<file path="config.mk">
export PLATFORM = sky130hd
export DESIGN_NAME = sha1_little_endian_hash_unit
export DESIGN_NICKNAME = d
export VERILOG_FILES = /design/src/rtl/sha1le_pkg.sv /design/src/rtl/sha1le_front.sv /design/src/rtl/sha1le_fifo.sv /design/src/rtl/sha1le_back.sv /design/src/rtl/sha1_little_endian_hash_unit.sv
export VERILOG_INCLUDE_DIRS = /design/src /design/src/rtl
export SDC_FILE = /design/constraint.sdc
export NUM_CORES = 2
export LEC_CHECK = 0
export BUFFER_PORTS_ARGS = -buffer_cell sky130_fd_sc_hd__buf_2
export CAP_MARGIN = 20
export CORE_UTILIZATION = 50
export CTS_CLUSTER_DIAMETER = 80
export CTS_CLUSTER_SIZE = 16
export DETAILED_ROUTE_END_ITERATION = 12
export PLACE_DENSITY = 0.66
export SYNTH_ARGS = -nofsm -noshare
export SYNTH_HDL_FRONTEND = slang
export SYNTH_SLANG_ARGS = --single-unit
</file>
<file path="constraint.sdc">
create_clock -name clk_i -period 21.8 [get_ports clk_i]
set_input_delay 3.27 -clock clk_i [delete_from_list [all_inputs] [get_ports clk_i]]
set_output_delay 3.27 -clock clk_i [all_outputs]
set_load 0.05 [all_outputs]
</file>
<file path="src/rtl/assert_macros.svh">
// Assertion macros shared by the hash unit RTL.
// Expects clk_i and rst_ni in the scope where a macro is used.
`ifndef ASSERT_MACROS_SVH
`define ASSERT_MACROS_SVH

// Same-cycle implication, checked outside reset.
`define ASSERT_IMPL(lbl, ante, cons) \
  lbl: assert property (@(posedge clk_i) disable iff (!rst_ni) (ante) |-> (cons)) \
    else $error("implication check failed");

// Next-cycle implication, checked outside reset.
`define ASSERT_NEXT(lbl, ante, cons) \
  lbl: assert property (@(posedge clk_i) disable iff (!rst_ni) (ante) |=> (cons)) \
    else $error("next-cycle check failed");

`endif

</file>
<file path="src/rtl/sha1le_pkg.sv">
// Shared types, constants and helpers of the little-endian SHA-1 hash unit.
// No dependencies.
`timescale 1ns / 1ps
`default_nettype none
package sha1le_pkg;

  localparam int unsigned QueueDepthDefault = 4;

  localparam logic [31:0] H0 = 32'h67452301;
  localparam logic [31:0] H1 = 32'hEFCDAB89;
  localparam logic [31:0] H2 = 32'h98BADCFE;
  localparam logic [31:0] H3 = 32'h10325476;
  localparam logic [31:0] H4 = 32'hC3D2E1F0;

  localparam logic [6:0] LastRound  = 7'd79;
  localparam logic [6:0] LoadRounds = 7'd16;
  localparam logic [3:0] LenWordIdx = 4'd14;
  localparam logic [2:0] LastDigest = 3'd4;

  // One block word passed from the front end to the round engine.
  typedef struct packed {
    logic [31:0] word;
    logic        last;
  } blk_word_t;

  typedef enum logic [2:0] {
    FrData,
    FrPad,
    FrZero,
    FrLenLo,
    FrLenHi
  } fr_state_e;

  typedef enum logic [1:0] {
    BkRun,
    BkAdd,
    BkEmit
  } bk_state_e;

  // Round constant for round t.
  function automatic logic [31:0] round_k(input logic [6:0] t);
    logic [31:0] k;
    priority if (t < 7'd20) k = 32'h5A827999;
    else if (t < 7'd40)     k = 32'h6ED9EBA1;
    else if (t < 7'd60)     k = 32'h8F1BBCDC;
    else                    k = 32'hCA62C1D6;
    return k;
  endfunction

  // Initial chaining word i.
  function automatic logic [31:0] init_h(input logic [2:0] i);
    logic [31:0] h;
    unique case (i)
      3'd0:    h = H0;
      3'd1:    h = H1;
      3'd2:    h = H2;
      3'd3:    h = H3;
      default: h = H4;
    endcase
    return h;
  endfunction

endpackage
`default_nettype wire

</file>
<file path="src/rtl/sha1le_front.sv">
// Front end: packs message bytes into block words, appends padding and length.
// Depends on sha1le_pkg.
`timescale 1ns / 1ps
`default_nettype none
module sha1le_front import sha1le_pkg::*; (
  input  wire logic        clk_i,
  input  wire logic        rst_ni,
  input  wire logic [31:0] message_word_i,
  input  wire logic [2:0]  byte_count_i,
  input  wire logic        end_of_message_i,
  input  wire logic        push_i,
  output logic             full_o,
  output logic             q_push_o,
  output blk_word_t        q_data_o,
  input  wire logic        q_full_i
);

  fr_state_e   state_q, state_d;
  logic [23:0] carry_q, carry_d;
  logic [5:0]  fill_q, fill_d;
  logic [63:0] total_q, total_d;

  logic [2:0]  n_bytes;
  logic [31:0] wmask;
  logic [55:0] merged;
  logic [2:0]  sum_bytes;
  logic [3:0]  widx_inc;
  logic        accept;

  // Clip the byte count and mask off invalid bytes
  always_comb begin
    n_bytes = (byte_count_i > 3'd4) ? 3'd4 : byte_count_i;
    unique case (n_bytes)
      3'd0:    wmask = 32'h0000_0000;
      3'd1:    wmask = 32'h0000_00FF;
      3'd2:    wmask = 32'h0000_FFFF;
      3'd3:    wmask = 32'h00FF_FFFF;
      default: wmask = 32'hFFFF_FFFF;
    endcase
  end

  // Merge the held bytes with the new ones
  assign merged    = {32'b0, carry_q} | ({24'b0, message_word_i & wmask} << {fill_q[1:0], 3'b000});
  assign sum_bytes = {1'b0, fill_q[1:0]} + n_bytes;
  assign widx_inc  = fill_q[5:2] + 4'd1;
  assign full_o    = (state_q != FrData) || q_full_i;
  assign accept    = push_i && !full_o;

  always_ff @(posedge clk_i or negedge rst_ni) begin
    if (!rst_ni) begin
      state_q <= FrData;
      carry_q <= '0;
      fill_q  <= '0;
      total_q <= '0;
    end else begin
      state_q <= state_d;
      carry_q <= carry_d;
      fill_q  <= fill_d;
      total_q <= total_d;
    end
  end

  // Next state and queue writes
  always_comb begin
    state_d  = state_q;
    carry_d  = carry_q;
    fill_d   = fill_q;
    total_d  = total_q;
    q_push_o = 1'b0;
    q_data_o = '0;
    unique case (state_q)
      FrData: begin
        if (accept) begin
          fill_d  = fill_q + {3'b0, n_bytes};
          total_d = total_q + {58'b0, n_bytes, 3'b000};
          if (sum_bytes >= 3'd4) begin
            q_push_o      = 1'b1;
            q_data_o.word = merged[31:0];
            carry_d       = merged[55:32];
          end else begin
            carry_d = merged[23:0];
          end
          if (end_of_message_i) state_d = FrPad;
        end
      end
      FrPad: begin
        if (!q_full_i) begin
          q_push_o      = 1'b1;
          q_data_o.word = {8'b0, carry_q} | (32'h80 << {fill_q[1:0], 3'b000});
          carry_d       = '0;
          fill_d        = {widx_inc, 2'b00};
          state_d       = (widx_inc == LenWordIdx) ? FrLenLo : FrZero;
        end
      end
      FrZero: begin
        if (!q_full_i) begin
          q_push_o = 1'b1;
          fill_d   = {widx_inc, 2'b00};
          if (widx_inc == LenWordIdx) state_d = FrLenLo;
        end
      end
      FrLenLo: begin
        if (!q_full_i) begin
          q_push_o      = 1'b1;
          q_data_o.word = total_q[31:0];
          fill_d        = {widx_inc, 2'b00};
          state_d       = FrLenHi;
        end
      end
      default: begin
        if (!q_full_i) begin
          q_push_o      = 1'b1;
          q_data_o.word = total_q[63:32];
          q_data_o.last = 1'b1;
          fill_d        = '0;
          total_d       = '0;
          carry_d       = '0;
          state_d       = FrData;
        end
      end
    endcase
  end

endmodule
`default_nettype wire

</file>
<file path="src/rtl/sha1le_fifo.sv">
// Short word queue between the front end and the round engine.
// Depends on sha1le_pkg.
`timescale 1ns / 1ps
`default_nettype none
module sha1le_fifo import sha1le_pkg::*; #(
  parameter int unsigned Depth = QueueDepthDefault
) (
  input  wire logic      clk_i,
  input  wire logic      rst_ni,
  input  wire logic      push_i,
  input  wire blk_word_t data_i,
  output logic           full_o,
  input  wire logic      pop_i,
  output blk_word_t      data_o,
  output logic           empty_o
);

  localparam int unsigned AW = (Depth > 1) ? $clog2(Depth) : 1;
  localparam int unsigned CW = $clog2(Depth + 1);

  blk_word_t       mem_q [Depth];
  logic [AW-1:0]   wr_q, rd_q;
  logic [CW-1:0]   cnt_q;
  logic            do_push, do_pop;

  assign full_o  = (cnt_q == CW'(Depth));
  assign empty_o = (cnt_q == '0);
  assign do_push = push_i && !full_o;
  assign do_pop  = pop_i && !empty_o;
  assign data_o  = mem_q[rd_q];

  // Store words
  always_ff @(posedge clk_i) begin
    if (do_push) mem_q[wr_q] <= data_i;
  end

  // Advance pointers and count
  always_ff @(posedge clk_i or negedge rst_ni) begin
    if (!rst_ni) begin
      wr_q  <= '0;
      rd_q  <= '0;
      cnt_q <= '0;
    end else begin
      if (do_push) wr_q <= (wr_q == AW'(Depth - 1)) ? '0 : wr_q + 1'b1;
      if (do_pop)  rd_q <= (rd_q == AW'(Depth - 1)) ? '0 : rd_q + 1'b1;
      if (do_push && !do_pop)      cnt_q <= cnt_q + 1'b1;
      else if (do_pop && !do_push) cnt_q <= cnt_q - 1'b1;
    end
  end

endmodule
`default_nettype wire

</file>
<file path="src/rtl/sha1le_back.sv">
// Round engine: one SHA-1 round per cycle unless paused, chaining update, digest
// output register; it pauses on an empty queue or add/emit. Depends on sha1le_pkg.
`timescale 1ns / 1ps
`default_nettype none
module sha1le_back import sha1le_pkg::*; (
  input  wire logic        clk_i,
  input  wire logic        rst_ni,
  input  wire blk_word_t   q_data_i,
  input  wire logic        q_empty_i,
  output logic             q_pop_o,
  output logic [31:0]      digest_word_o,
  output logic [2:0]       word_index_o,
  output logic             last_word_o,
  output logic             empty_o,
  input  wire logic        pop_i
);

  bk_state_e   st_q, st_d;
  logic [31:0] h_q [5];
  logic [31:0] a_q, b_q, c_q, d_q, e_q;
  logic [31:0] win_q [16];
  logic [6:0]  t_q;
  logic [2:0]  k_q;
  logic        last_q;
  logic        out_v_q;
  logic [31:0] out_word_q;
  logic [2:0]  out_idx_q;

  logic [31:0] sched, wt, f, tmp;
  logic [31:0] hsum [5];
  logic        step, do_add, emit, out_free;

  assign out_free = !out_v_q || pop_i;

  // Schedule word and round function
  always_comb begin
    sched = win_q[13] ^ win_q[8] ^ win_q[2] ^ win_q[0];
    wt    = (t_q < LoadRounds) ? q_data_i.word : {sched[30:0], sched[31]};
    priority if (t_q < 7'd20) f = (b_q & c_q) | (~b_q & d_q);
    else if (t_q < 7'd40)     f = b_q ^ c_q ^ d_q;
    else if (t_q < 7'd60)     f = (b_q & c_q) | (b_q & d_q) | (c_q & d_q);
    else                      f = b_q ^ c_q ^ d_q;
    tmp = {a_q[26:0], a_q[31:27]} + f + e_q + round_k(t_q) + wt;
    hsum[0] = h_q[0] + a_q;
    hsum[1] = h_q[1] + b_q;
    hsum[2] = h_q[2] + c_q;
    hsum[3] = h_q[3] + d_q;
    hsum[4] = h_q[4] + e_q;
  end

  always_ff @(posedge clk_i or negedge rst_ni) begin
    if (!rst_ni) st_q <= BkRun;
    else         st_q <= st_d;
  end

  // Sequence rounds, chaining add and digest output
  always_comb begin
    st_d    = st_q;
    q_pop_o = 1'b0;
    step    = 1'b0;
    do_add  = 1'b0;
    emit    = 1'b0;
    unique case (st_q)
      BkRun: begin
        if (t_q < LoadRounds) begin
          q_pop_o = !q_empty_i;
          step    = !q_empty_i;
        end else begin
          step = 1'b1;
        end
        if (step && t_q == LastRound) st_d = BkAdd;
      end
      BkAdd: begin
        do_add = 1'b1;
        st_d   = last_q ? BkEmit : BkRun;
      end
      default: begin
        if (out_free) begin
          emit = 1'b1;
          if (k_q == LastDigest) st_d = BkRun;
        end
      end
    endcase
  end

  // Datapath registers
  always_ff @(posedge clk_i or negedge rst_ni) begin
    if (!rst_ni) begin
      for (int i = 0; i < 5; i++) h_q[i] <= init_h(3'(i));
      a_q <= H0; b_q <= H1; c_q <= H2; d_q <= H3; e_q <= H4;
      t_q        <= '0;
      k_q        <= '0;
      last_q     <= 1'b0;
      out_v_q    <= 1'b0;
      out_word_q <= '0;
      out_idx_q  <= '0;
    end else begin
      if (step) begin
        e_q <= d_q;
        d_q <= c_q;
        c_q <= {b_q[1:0], b_q[31:2]};
        b_q <= a_q;
        a_q <= tmp;
        for (int i = 0; i < 15; i++) win_q[i] <= win_q[i+1];
        win_q[15] <= wt;
        t_q <= (t_q == LastRound) ? '0 : t_q + 7'd1;
        if (t_q == LoadRounds - 7'd1) last_q <= q_data_i.last;
      end
      if (do_add) begin
        for (int i = 0; i < 5; i++) h_q[i] <= hsum[i];
        a_q <= hsum[0]; b_q <= hsum[1]; c_q <= hsum[2]; d_q <= hsum[3]; e_q <= hsum[4];
      end
      if (emit) begin
        out_v_q    <= 1'b1;
        out_word_q <= h_q[k_q];
        out_idx_q  <= k_q;
        if (k_q == LastDigest) begin
          k_q    <= '0;
          last_q <= 1'b0;
          for (int i = 0; i < 5; i++) h_q[i] <= init_h(3'(i));
          a_q <= H0; b_q <= H1; c_q <= H2; d_q <= H3; e_q <= H4;
        end else begin
          k_q <= k_q + 3'd1;
        end
      end else if (pop_i && out_v_q) begin
        out_v_q <= 1'b0;
      end
    end
  end

  assign digest_word_o = out_word_q;
  assign word_index_o  = out_idx_q;
  assign last_word_o   = (out_idx_q == LastDigest);
  assign empty_o       = !out_v_q;

endmodule
`default_nettype wire

</file>
<file path="src/rtl/sha1_little_endian_hash_unit.sv">
// Top level of the little-endian SHA-1 hash unit: front end, word queue, round engine.
// Depends on sha1le_pkg, sha1le_front, sha1le_fifo, sha1le_back, assert_macros.svh.
//
//  channel  | handshake   | payload
//  ---------+-------------+----------------------------------------------
//  input    | push / full | message_word_i, byte_count_i, end_of_message_i
//  result   | empty / pop | digest_word_o, word_index_o, last_word_o
//
// Each 16-word block runs all its rounds in the single round unit, then the chaining
// add. A final word adds up to 18 padding words, then five digest results, one a
// cycle while each result is popped. Reset (rst_ni low, asynchronous) empties the
// queue and restores the initial chaining words. Input stalls while the queue is
// full or padding is emitted.
`timescale 1ns / 1ps
`default_nettype none
`include "assert_macros.svh"
module sha1_little_endian_hash_unit import sha1le_pkg::*; #(
  parameter int unsigned QueueDepth = QueueDepthDefault
) (
  input  wire logic        clk_i,
  input  wire logic        rst_ni,
  input  wire logic [31:0] message_word_i,
  input  wire logic [2:0]  byte_count_i,
  input  wire logic        end_of_message_i,
  input  wire logic        push,
  output logic             full,
  output logic [31:0]      digest_word_o,
  output logic [2:0]       word_index_o,
  output logic             last_word_o,
  output logic             empty,
  input  wire logic        pop
);

  blk_word_t q_in, q_out;
  logic      q_push, q_full, q_pop, q_empty;

  // Accept and pad message bytes
  sha1le_front u_front (
    .clk_i, .rst_ni,
    .message_word_i, .byte_count_i, .end_of_message_i,
    .push_i   (push),
    .full_o   (full),
    .q_push_o (q_push),
    .q_data_o (q_in),
    .q_full_i (q_full)
  );

  // Buffer block words
  sha1le_fifo #(.Depth(QueueDepth)) u_fifo (
    .clk_i, .rst_ni,
    .push_i  (q_push),
    .data_i  (q_in),
    .full_o  (q_full),
    .pop_i   (q_pop),
    .data_o  (q_out),
    .empty_o (q_empty)
  );

  // Run rounds and deliver the digest
  sha1le_back u_back (
    .clk_i, .rst_ni,
    .q_data_i  (q_out),
    .q_empty_i (q_empty),
    .q_pop_o   (q_pop),
    .digest_word_o, .word_index_o, .last_word_o,
    .empty_o   (empty),
    .pop_i     (pop)
  );

  `ASSERT_IMPL(a_no_push_full, q_full, !q_push)
  `ASSERT_IMPL(a_last_idx, !empty, last_word_o == (word_index_o == LastDigest))
  `ASSERT_NEXT(a_idx_seq, pop && !empty && !last_word_o, empty || word_index_o == 3'($past(word_index_o) + 3'd1))

endmodule
`default_nettype wire
</file>
==> impl_metrics.ini <==
[status]
status = finished clean

[cts]
clockBufferDepth = 3
clk_pin_slew_ns = 0.08
clock-root-buffer = clkbuf_16
clkLatencyLatePin_ns = 0.70
cts_tree = yes
cts_num_sinks = 1114
cts_hold_buf = 0
htreeDepth = 3
cts_setup_buffers = 0
cts-buffers-inserted = 82
cts_resized = 0

[sta]
fin_setup_tns_ns = 0
post-route-min-period_ns = 7.46
worst_pin_slew_ns = 1.17
setup_slack_ns = 14.34
rsz0062_at_grt = no
hold_violations = 0
finalCritPeriodShare_pct = 34.2
maxSlewHeadroom_pct = 22.2
finClkSkew_ns = 0.0394
max_freq_ghz = 0.134
maxSlewViolCount = 0
final-setup-viol-count = 0

[setup_path]
arrival_ns = 7.99
cp_top_family = compound AO/OA/AOI/OAI gates
cpPeakStageDelay_ns = 0.54
slowest_stage = a41oi_1
end_kind = flip-flop
path_max_fanout = 25
path_class = flip-flop to flip-flop
startpoint_type = flip-flop
cp.buffers_inverters = 5
worstPathRequired_ns = 22.34
critPathMostFrequentCell = nor2_1

[placement]
post-place-ws_ns = 14.31
portBuffers = 77
place.gp.congestion = 0.928
dp_hpwl_mm = 100

[synthesis]
synth_edf_count = 644
synth_cells = 4863
synth_nets = 5246
netlist.area_leader.share_pct = 34.1
ys_seq_elements = 1114
synth_ff_type = edfxtp_1
syn_area_per_cell_um2 = 11.6
synthTopCellsByArea = edfxtp_1 34%, dfrtp_1 14%, dfstp_2 7.4%
ys_top_cells_by_count = 644 x edfxtp_1, 565 x nand2_1, 422 x nor2_1
ys_async_sr_fraction_pct = 42.2
synth.most_common_cell = edfxtp_1
synth_largest_area_cell = edfxtp_1
syn_area_um2 = 56600
ys.warnings.count = 0
ys_types = 92
ys_seq_area_share_pct = 55.3

[global_route]
grtUsageTotal_pct = 25.1
grt_max_degree = 214
antenna_found_initial = 2
gr-total-overflow = 0
grt_pass1_vias = 36234
grt_pass1_wl_mm = 222

[layout]
regArea_um2 = 31300
area_growth_pct = 7.91
fillers = 9540
nNetsFinal = 5251
drive_gt1_share_pct = 10.6
diodes = 0
multi_input_area_um2 = 23700

[routing]
dr.pass1.iters = 6
drc = 0
num_vias = 38311
drt-wirelength-per-cell_um = 22.6
met2_wirelength_mm = 64.3
met3WireLength_mm = 9.58
avgViaCountPerCell = 5.96
wirelength_mm = 145
drt_iter0_drc = 3653
highest_layer = met5
ant_nets = 0
drt-met1-wl_mm = 66.9

[min_path]
hold_path_class = flip-flop to flip-flop

[job]
maxCapViolations = 0

[die]
core-area_um2 = 112000
design.die.area_um2 = 115000
ios = 78
die_w_um = 339
row_count = 123
initial_core_util_pct = 50.4
die_h_um = 339
## layout by cell type, fill, tap and decap left out, types with 19 or more instances in the layout
cell type  count
edfxtp_1     644
nand2_1      565
nor2_1       419
a21oi_1      346
dfrtp_1      307
o21ai_0      306
inv_1        230
xnor2_1      221
ha_1         216
dfstp_2      160
fa_1         127
xor2_1        97
mux2i_1       94
a21o_1        94
clkbuf_16     83
buf_2         77
mux4_2        65
nand3_1       65
a31oi_1       49
a221oi_1      46
clkbuf_1      45
buf_4         45
o21a_1        44
nor3_1        41
a22oi_1       40
and3_1        33
nand2b_1      32
or3_1         27
o21bai_1      27
nand4_1       25
a211oi_1      24
nor2b_1       23
o211ai_1      23
and2_1        19
## layer usage
metal,track usage (%),vias to the layer above
li1,-,17523
met1,37.8,19273
met2,37.6,1271
met3,3.67,240
met4,7.61,4
met5,0,-
## flip-flops by register name (all words and copies together), names as in the netlist, 3 cells and up
signal,count
u_back.a_q,32
u_back.b_q,32
u_back.c_q,32
u_back.d_q,32
u_back.digest_word_o,32
u_back.e_q,32
u_back.h_q,160
u_back.k_q,3
u_back.t_q,7
u_back.win_q,512
u_back.word_index_o,3
u_fifo.cnt_q,3
u_fifo.mem_q,132
u_front.carry_q,24
u_front.fill_q,6
u_front.state_q,3
u_front.total_q,61
## kinds of logic (layout without fill, tap and decap cells)
group           Yosys count  after routing  synth area share, %
compound gates         1179           1179                 13.3
xor+xnor                319            319                 4.95
fa+ha+maj               343            343                 9.26
buf+inv                 442            505                 2.94
flops                  1114           1114                 55.3
mux                     170            170                 4.46
simple gates           1296           1296                 9.83
## final timing paths
kind	slack [ns]	end	cells past startpoint	startpoint
hold / removal	0.40	u_back.win_q[4][29]$_DFFE_PP_	0	u_back.win_q[5][29]$_DFFE_PP_
max in group asynchronous	16.75	u_back.k_q[1]$_DFFE_PN0P_	4	rst_ni
setup reg to reg	14.34	u_back.a_q[28]$_DFF_PN0_	25	u_back.t_q[4]$_DFFE_PN0P_
setup / recovery	14.34	u_back.a_q[28]$_DFF_PN0_	25	u_back.t_q[4]$_DFFE_PN0P_
min in group asynchronous	2.47	u_back.h_q[133]$_DFF_PN0_	1	rst_ni
hold reg to reg	0.40	u_back.win_q[4][29]$_DFFE_PP_	0	u_back.win_q[5][29]$_DFFE_PP_
## final cells by class
cell class / instances / area share, %
multi-input cells: 3307 / 38.8
repair buffers: 130 / 1.42
clock inverters: 13 / 0.313
inverters: 233 / 1.43
flip-flops and latches: 1114 / 51.2
clock buffers: 129 / 3.70
well taps: 1500 / 3.07
## stage by stage
step / util, % / hold slack [ns] / cell area [um2] / cells
6_report: 54.4 / 0.404 / 61100 / 6426
5_1_grt: 54.4 / 0.417 / 61100 / 6426
4_1_cts: 54.4 / 0.405 / 61100 / 6422
3_5_place_dp: 52.2 / 0.405 / 58600 / 6280
3_3_place_gp: 52.2 / 0.400 / 58600 / 6280
2_1_floorplan: - / 0.400 / 56600 / 4863
Power is not shown: default switching activity piles up to over one toggle a cycle in this logic, so the estimate is an artifact.
